[config.mk]
export PLATFORM = sky130hd
export DESIGN_NAME = acl_fm_cell
export DESIGN_NICKNAME = d
export VERILOG_FILES = /design/src/sv/app_acl_first_match_core_macros.svh /design/src/sv/acl_fm_pkg.sv /design/src/sv/acl_fm_cell.sv
export SDC_FILE = /design/constraint.sdc
export NUM_CORES = 1
export LEC_CHECK = 0
export ABC_AREA = 1
export BUFFER_PORTS_ARGS = -buffer_cell sky130_fd_sc_hd__buf_2
export CELL_PAD_IN_SITES_DETAIL_PLACEMENT = 0
export CELL_PAD_IN_SITES_GLOBAL_PLACEMENT = 2
export CORE_MARGIN = 2
export CORE_UTILIZATION = 29
export DETAILED_ROUTE_END_ITERATION = 8
export GPL_ROUTABILITY_DRIVEN = 0
export PLACE_DENSITY_LB_ADDON = 0.1
export SYNTH_ARGS = -nofsm -noshare
export SYNTH_HDL_FRONTEND = slang
export SYNTH_SLANG_ARGS = --single-unit
export TNS_END_PERCENT = 100
[constraint.sdc]
create_clock -name clk_i -period 3 [get_ports clk_i]
set_input_delay 0.3 -clock clk_i [delete_from_list [all_inputs] [get_ports clk_i]]
set_output_delay 0.3 -clock clk_i [all_outputs]
set_load 0.02 [all_outputs]
[src/sv/app_acl_first_match_core_macros.svh]
// assertion macros for the first-match rule engine
`ifndef APP_ACL_FIRST_MATCH_CORE_MACROS_SVH
`define APP_ACL_FIRST_MATCH_CORE_MACROS_SVH

// same-cycle implication, clocked on clk_i, off during reset
`define ACL_FM_ASSERT(label, ante, cons, msg) \
  label: assert property (@(posedge clk_i) disable iff (!rst_ni) (ante) |-> (cons)) \
    else $error(msg);

// next-cycle implication, clocked on clk_i, off during reset
`define ACL_FM_ASSERT_NEXT(label, ante, cons, msg) \
  label: assert property (@(posedge clk_i) disable iff (!rst_ni) (ante) |=> (cons)) \
    else $error(msg);

`endif

[src/sv/acl_fm_pkg.sv]
// types, codes and the service upgrade function of the first-match rule engine
package acl_fm_pkg;

  localparam int unsigned RULE_DEPTH    = 64;

  localparam int unsigned SLOT_BITS     = 6;
  localparam int unsigned COUNT_BITS    = 7;
  localparam int unsigned APP_BITS      = 16;
  localparam int unsigned DIR_BITS      = 2;
  localparam int unsigned SVC_BITS      = 4;
  localparam int unsigned PORT_BITS     = 16;
  localparam int unsigned VERDICT_BITS  = 2;
  localparam int unsigned CFG_IDX_BITS  = 2;
  localparam int unsigned CFG_DATA_BITS = 16;

  typedef logic [SLOT_BITS-1:0]  slot_t;
  typedef logic [COUNT_BITS-1:0] count_t;
  typedef logic [APP_BITS-1:0]   app_t;
  typedef logic [DIR_BITS-1:0]   dir_t;
  typedef logic [SVC_BITS-1:0]   svc_t;
  typedef logic [PORT_BITS-1:0]  port_t;

  localparam logic FUNC_CHECK = 1'b0;
  localparam logic FUNC_WRITE = 1'b1;

  localparam dir_t  DIR_ANY  = 2'd3;
  localparam port_t PORT_ANY = 16'd0;

  localparam svc_t SVC_ANY    = 4'd0;
  localparam svc_t SVC_TCP    = 4'd1;
  localparam svc_t SVC_FTP    = 4'd3;
  localparam svc_t SVC_TELNET = 4'd4;
  localparam svc_t SVC_POP3   = 4'd5;
  localparam svc_t SVC_SMTP   = 4'd6;
  localparam svc_t SVC_NNTP   = 4'd7;
  localparam svc_t SVC_HTTP   = 4'd8;

  localparam port_t PORT_FTP    = 16'd21;
  localparam port_t PORT_TELNET = 16'd23;
  localparam port_t PORT_POP3   = 16'd110;
  localparam port_t PORT_SMTP   = 16'd25;
  localparam port_t PORT_NNTP   = 16'd119;
  localparam port_t PORT_HTTP   = 16'd80;

  typedef enum logic [VERDICT_BITS-1:0] {
    VERDICT_PASS    = 2'd0,
    VERDICT_DENY    = 2'd1,
    VERDICT_ASK     = 2'd2,
    VERDICT_UNKNOWN = 2'd3
  } verdict_e;

  typedef enum logic [1:0] {
    MODE_PASS_ALL = 2'd0,
    MODE_DENY_ALL = 2'd1,
    MODE_FILTER   = 2'd2,
    MODE_UNKNOWN  = 2'd3
  } work_mode_e;

  typedef enum logic [CFG_IDX_BITS-1:0] {
    CFG_WORK_MODE    = 2'd0,
    CFG_RULE_COUNT   = 2'd1,
    CFG_FIREWALL_APP = 2'd2
  } cfg_reg_e;

  typedef struct packed {
    logic  func;
    slot_t rule_index;
    app_t  app_id;
    dir_t  direction;
    svc_t  service;
    port_t remote_port;
    logic  rule_action;
  } in_item_t;

  typedef struct packed {
    logic [VERDICT_BITS-1:0] verdict;
    count_t                  rule_hit;
    svc_t                    service_used;
  } out_item_t;

  typedef struct packed {
    app_t  app;
    dir_t  dir;
    svc_t  svc;
    port_t port;
    logic  deny;
  } rule_t;

  // query travelling along the rule cells
  typedef struct packed {
    logic   valid;
    app_t   app;
    dir_t   dir;
    svc_t   svc;
    port_t  port;
    logic   seen;
    logic   decided;
    logic   deny;
    count_t last;
  } token_t;

  function automatic svc_t upgrade_service(svc_t svc, port_t port);
    svc_t res;
    res = svc;
    if (svc == SVC_TCP) begin
      unique case (port)
        PORT_FTP:    res = SVC_FTP;
        PORT_TELNET: res = SVC_TELNET;
        PORT_POP3:   res = SVC_POP3;
        PORT_SMTP:   res = SVC_SMTP;
        PORT_NNTP:   res = SVC_NNTP;
        PORT_HTTP:   res = SVC_HTTP;
        default:     res = svc;
      endcase
    end
    return res;
  endfunction

endpackage

[src/sv/acl_fm_cell.sv]
// one rule cell: holds one rule and updates the passing query
module acl_fm_cell #(
  parameter int unsigned CELL_IDX = 0
) (
  input  logic                clk_i,
  input  logic                rst_ni,
  input  logic                wr_en_i,
  input  acl_fm_pkg::slot_t   wr_slot_i,
  input  acl_fm_pkg::rule_t   wr_rule_i,
  input  acl_fm_pkg::count_t  rule_count_i,
  input  acl_fm_pkg::token_t  tok_i,
  output acl_fm_pkg::token_t  tok_o
);

  localparam bit IN_REACH = (CELL_IDX < (1 << acl_fm_pkg::COUNT_BITS));
  localparam bit WRITABLE = (CELL_IDX < (1 << acl_fm_pkg::SLOT_BITS));
  localparam acl_fm_pkg::count_t CELL_POS  = acl_fm_pkg::count_t'(CELL_IDX);
  localparam acl_fm_pkg::slot_t  CELL_SLOT = acl_fm_pkg::slot_t'(CELL_IDX);

  acl_fm_pkg::rule_t  rule_q;
  acl_fm_pkg::token_t tok_q, tok_d;
  logic active;
  logic dir_ok, svc_ok, port_ok;

  assign active  = IN_REACH && (CELL_POS < rule_count_i);
  assign dir_ok  = (rule_q.dir == acl_fm_pkg::DIR_ANY) || (rule_q.dir == tok_i.dir);
  assign svc_ok  = (rule_q.svc == acl_fm_pkg::SVC_ANY) || (rule_q.svc == tok_i.svc);
  assign port_ok = (rule_q.port == acl_fm_pkg::PORT_ANY) || (rule_q.port == tok_i.port);

  always_comb begin
    tok_d = tok_i;
    if (active && !tok_i.decided && (rule_q.app == tok_i.app)) begin
      tok_d.seen = 1'b1;
      tok_d.last = CELL_POS;
      tok_d.deny = rule_q.deny;
      if (dir_ok && svc_ok && port_ok) begin
        tok_d.decided = 1'b1;
      end
    end
  end

  // rule storage, no reset
  always_ff @(posedge clk_i) begin
    if (WRITABLE && wr_en_i && (wr_slot_i == CELL_SLOT)) begin
      rule_q <= wr_rule_i;
    end
  end

  always_ff @(posedge clk_i or negedge rst_ni) begin
    if (!rst_ni) begin
      tok_q <= '0;
    end else begin
      tok_q <= tok_d;
    end
  end

  assign tok_o = tok_q;

endmodule

# == After elaboration in Yosys (flattened, before gate mapping) ==
# Cells that the tools add are included.
# Widths: inputs -> output; s select.
# totals
regBits,88
latchBits,0
mem_bits_rw,0
rom_bits,0
inputBits,104
out_inout_bits,49
elab_cells,34
memories,0
# op_classes
add_sub_neg,0
mul,0
div_mod_pow,0
order_cmp,1
n_eq_ne,5
n_shift,0
mux,2
n_bitwise,0
reduce_logical,12
# op_table
operator,n
$eq 16x16->1,2
$logic_not 16->1,1
$mux 10,1
$lt 1x7->1 const A,1
$logic_not 6->1,1
$logic_and 1x1->1,5
$eq 4x4->1,1
$logic_not 4->1,1
$logic_or 1x1->1,3
$eq 2x2->1,1
$eq 2x2->1 const B,1
$logic_not 1->1,1
$mux 1,1

# == Logic depth before layout (Yosys ltp) ==
# depth
depth_word,6
depth_mapped,10
depth_no_buf,10

# == Worst setup path before layout ==
# No wires, ideal clock.
# synth_path
path_type,in2reg
from,input port wr_slot_i[1]
to,"register rule_q[0] in the netlist's numbering, enable pin"
setup_time_ns,0.400
arrival_ns,1.551
required_ns,2.600
setup_slack_ns,1.049
cell_stages,2
path_buffers,0
path_cell_list,nor4_1 -> and3_1
# synth_between
elab_chain_cells,2
# synth_rtl
element,line,rtl
"start, declared",acl_fm_cell.sv:8,"input acl_fm_pkg::slot_t wr_slot_i,"
$logic_not 6->1,acl_fm_cell.sv:44,if (WRITABLE && wr_en_i && (wr_slot_i == CELL_SLOT)) begin
$logic_and 1x1->1,acl_fm_cell.sv:44,
"end signal, assigned",acl_fm_cell.sv:45,rule_q <= wr_rule_i;
"end, declared",acl_fm_cell.sv:20,acl_fm_pkg::rule_t rule_q;
# Every way passes these cells.
# A chain may end at the register's enable or synchronous reset.

# == Worst setup path after layout ==
# layout_path
from,input port wr_slot_i[1]
to,"register rule_q[9] in the netlist's numbering, enable pin"
# The elaborated chain is that of the path after synthesis.

==> impl_metrics.json <==
{
  "status": "finished, violations left",
  "violations": "hold timing",
  "slowest_delay_ps": 500,
  "drt_pass1_iterations": 4,
  "grt_pass1_wl_mm": 11.6,
  "dieArea_mm2": 0.0124,
  "cts-resized-gates": 0,
  "synth.most_common_cell": "nand2_1",
  "seq_area_mm2": 0.00240,
  "reg2reg_from": "rule_q[28]$_DFFE_PP_",
  "area.growth.synth_to_final_pct": 38.1,
  "comb_power_share_pct": 8.2,
  "period_share_pct": 50.9,
  "path_clk_slew_ps": 60,
  "final.fill_count": 1155,
  "synth_edf_count": 39,
  "fin_util_pct": 40.7,
  "path_depth": 4,
  "ant_nets": 0,
  "worstPathRequired_ps": 3010,
  "fmax_mhz": 655,
  "critPathTopFamily": "simple AND/OR/NAND/NOR gates",
  "drt_iter0_markers": 82,
  "multi_input_area_um2": 716,
  "drv_cap": 0,
  "synthTopCellsByArea": "dfrtp_1 37%, edfxtp_1 35%, nand2_1 9.3%, inv_1 6.5%, nor2_1 4.5%",
  "finalNetCount": 572,
  "htree_num_levels": 3,
  "yosys.area.top_type_share_pct": 36.8,
  "via_per_inst": 3.97,
  "wl_mm": 7.44,
  "die_h_um": 111,
  "regToRegEndpoint": "tok_o[7]$_DFF_PN0_",
  "cpMaxStageDelayCell": "and3_2",
  "antenna_cells": 0,
  "power_frac_clock_pct": 43.7,
  "clkSinkCount": 88,
  "place_hpwl_mm": 5.73,
  "slew_violations": 0,
  "fin_area_mm2": 0.00460,
  "core_area_mm2": 0.0113,
  "syn-cell-area_mm2": 0.00333,
  "crit_path_end_kind": "flop",
  "swShare_pct": 21.1,
  "dpl_cell_area_mm2": 0.00429,
  "synth_cells": 303,
  "clockBufferDepth": 2,
  "gr-usage-all-layers_pct": 12.5,
  "drc": 0,
  "share_seq_of_total_power_pct": 48.1,
  "yosys_warnings": 0,
  "fin_hold_ws_ps": -2.76,
  "skew_ps": 4.44,
  "worst-endpoint-arrival_ps": 1540,
  "synth_fp_nets": 407,
  "cts_tree": "built",
  "synth_seq_cells": 88,
  "p_sw_uw": 572,
  "grt_pass1_vias": 2339,
  "syn_area_per_cell_um2": 11.0,
  "finalSetupViolations": 0,
  "hold_viol": 8,
  "p_per_area_mw_per_mm2": 589,
  "synth.top_cells.by_count": "83 x nand2_1, 58 x inv_1, 49 x dfrtp_1",
  "ir_drop_mv": 0.228,
  "grt_max_degree": 29,
  "initial_utilization_pct": 29.4,
  "cp_cell_sequence": "buf_2, nor4_1, and3_2, buf_4",
  "cts-root-buf": "clkbuf_16",
  "worstSetupStartpointType": "input port",
  "cts_buffers": 9,
  "finalCriticalPeriod_ps": 1530,
  "r2r_setup_slack_ps": 1610,
  "cts_setup_buffers": 0,
  "synthFlopType": "dfrtp_1",
  "fin_total_pwr_mw": 2.71,
  "hp-class": "in -> async",
  "clk_latency_ps": 340,
  "maxSlewHeadroom_pct": 55.5,
  "io_buffers": 152,
  "seq_area_frac_synth_pct": 71.9,
  "ys_types": 22,
  "fin_tns_setup_ps": 0,
  "overflow": 0,
  "synthArstFlopShare_pct": 55.7,
  "criticalPathCategory": "in -> reg",
  "antenna_found_initial": 0,
  "rsz0062_at_grt": "false",
  "cts_hold_buf": 0,
  "power_leakage_nw": 2.39,
  "rows": 39,
  "die_w_um": 111,
  "cp_max_fo": 22,
  "internal_power_mw": 2.14,
  "rr_worst_depth": 8,
  "io_pins": 153,
  "yosysTopAreaCell": "dfrtp_1",
  "worst_pin_slew_ps": 667,
  "avgRoutedWirePerCell_um": 12.1,
  "dr_total_vias": 2444,
  "drive_gt1_share_pct": 37.4,
  "crit_buf_inv": 2
}
-- stage by stage --
step           std cells  setup slack [ps]
3_3_place_gp         600              1090
4_1_cts              616              1430
2_1_floorplan        303              1050
3_5_place_dp         600              1070
6_report             616              1470
5_1_grt              616              1290
-- cell families after synthesis --
logic type             count (synthesis)  share of synthesized area [%]
AO/OA/AOI/OAI                          5                          0.938
XOR/XNOR                              11                           2.89
buffers and inverters                 59                           6.64
flip-flops                            88                           71.9
AND/OR/NAND/NOR                      140                           17.6
-- power by group through the flow --
stage	sequential (mW)	clock [mW]	combinational, mW
after global placement	1.33	0	0.224
final	1.31	1.19	0.221
after floorplan	1.38	0	0.0426
after CTS	1.31	1.23	0.227
after detailed placement	1.33	0	0.227
after global routing	1.31	1.27	0.247
-- state kept, by name, summed over array words and instances, names as in the netlist --
name,cells
rule_q,39
tok_o,49
-- per-layer routing --
metal	GRT usage [%]	up-vias	wire, um	part of all wire [%]
li1	-	1250	-	-
met3	3.44	11	528	7.1
met1	15.7	1083	3220	43
met2	19.5	100	3510	47
met4	6.91	0	174	2.3
met5	0	-	0	0
-- final cells by class --
cell class | count | share of cell area, %
Timing Repair Buffer | 154 | 16.8
Clock buffer | 13 | 5.43
Clock inverter | 3 | 1.41
Sequential cell | 88 | 52.1
Tap cell | 143 | 3.89
Multi-Input combinational cell | 156 | 15.5
Inverter | 59 | 4.81
-- worst max path at each step --
| stage | to | from |
|---|---|---|
| 6_report | rule_q[9]$_DFFE_PP_ | wr_slot_i[1] |
| 5_1_grt | rule_q[1]$_DFFE_PP_ | wr_slot_i[1] |
| 4_1_cts | rule_q[10]$_DFFE_PP_ | wr_slot_i[1] |
| 3_5_place_dp | rule_q[15]$_DFFE_PP_ | wr_slot_i[1] |
| 3_3_place_gp | rule_q[16]$_DFFE_PP_ | wr_slot_i[1] |
| 2_1_floorplan | rule_q[0]$_DFFE_PP_ | wr_slot_i[1] |
-- cell usage in the layout (no fill, tap or decap) --
master / netlist / routed
xor2_1: 7 / 7
and3_2: 0 / 1
buf_2: 0 / 152
nor4_1: 3 / 3
bufinv_16: 0 / 2
clkinv_2: 0 / 1
a21oi_2: 1 / 1
nand2_2: 1 / 1
nor2_1: 40 / 40
nand4_1: 3 / 3
clkbuf_1: 0 / 3
clkbuf_16: 0 / 9
a21boi_0: 1 / 1
dfrtp_1: 49 / 49
buf_4: 0 / 2
inv_1: 58 / 58
nand3_2: 2 / 2
nor3_1: 1 / 1
inv_2: 1 / 1
a21oi_1: 1 / 1
nand3_1: 1 / 1
nor2_8: 1 / 1
xnor2_1: 4 / 4
clkbuf_8: 0 / 1
o21ai_0: 2 / 2
or2_1: 1 / 1
nand2_1: 83 / 83
nor2_2: 3 / 3
edfxtp_1: 39 / 39
(Power assumes the default switching activity.)
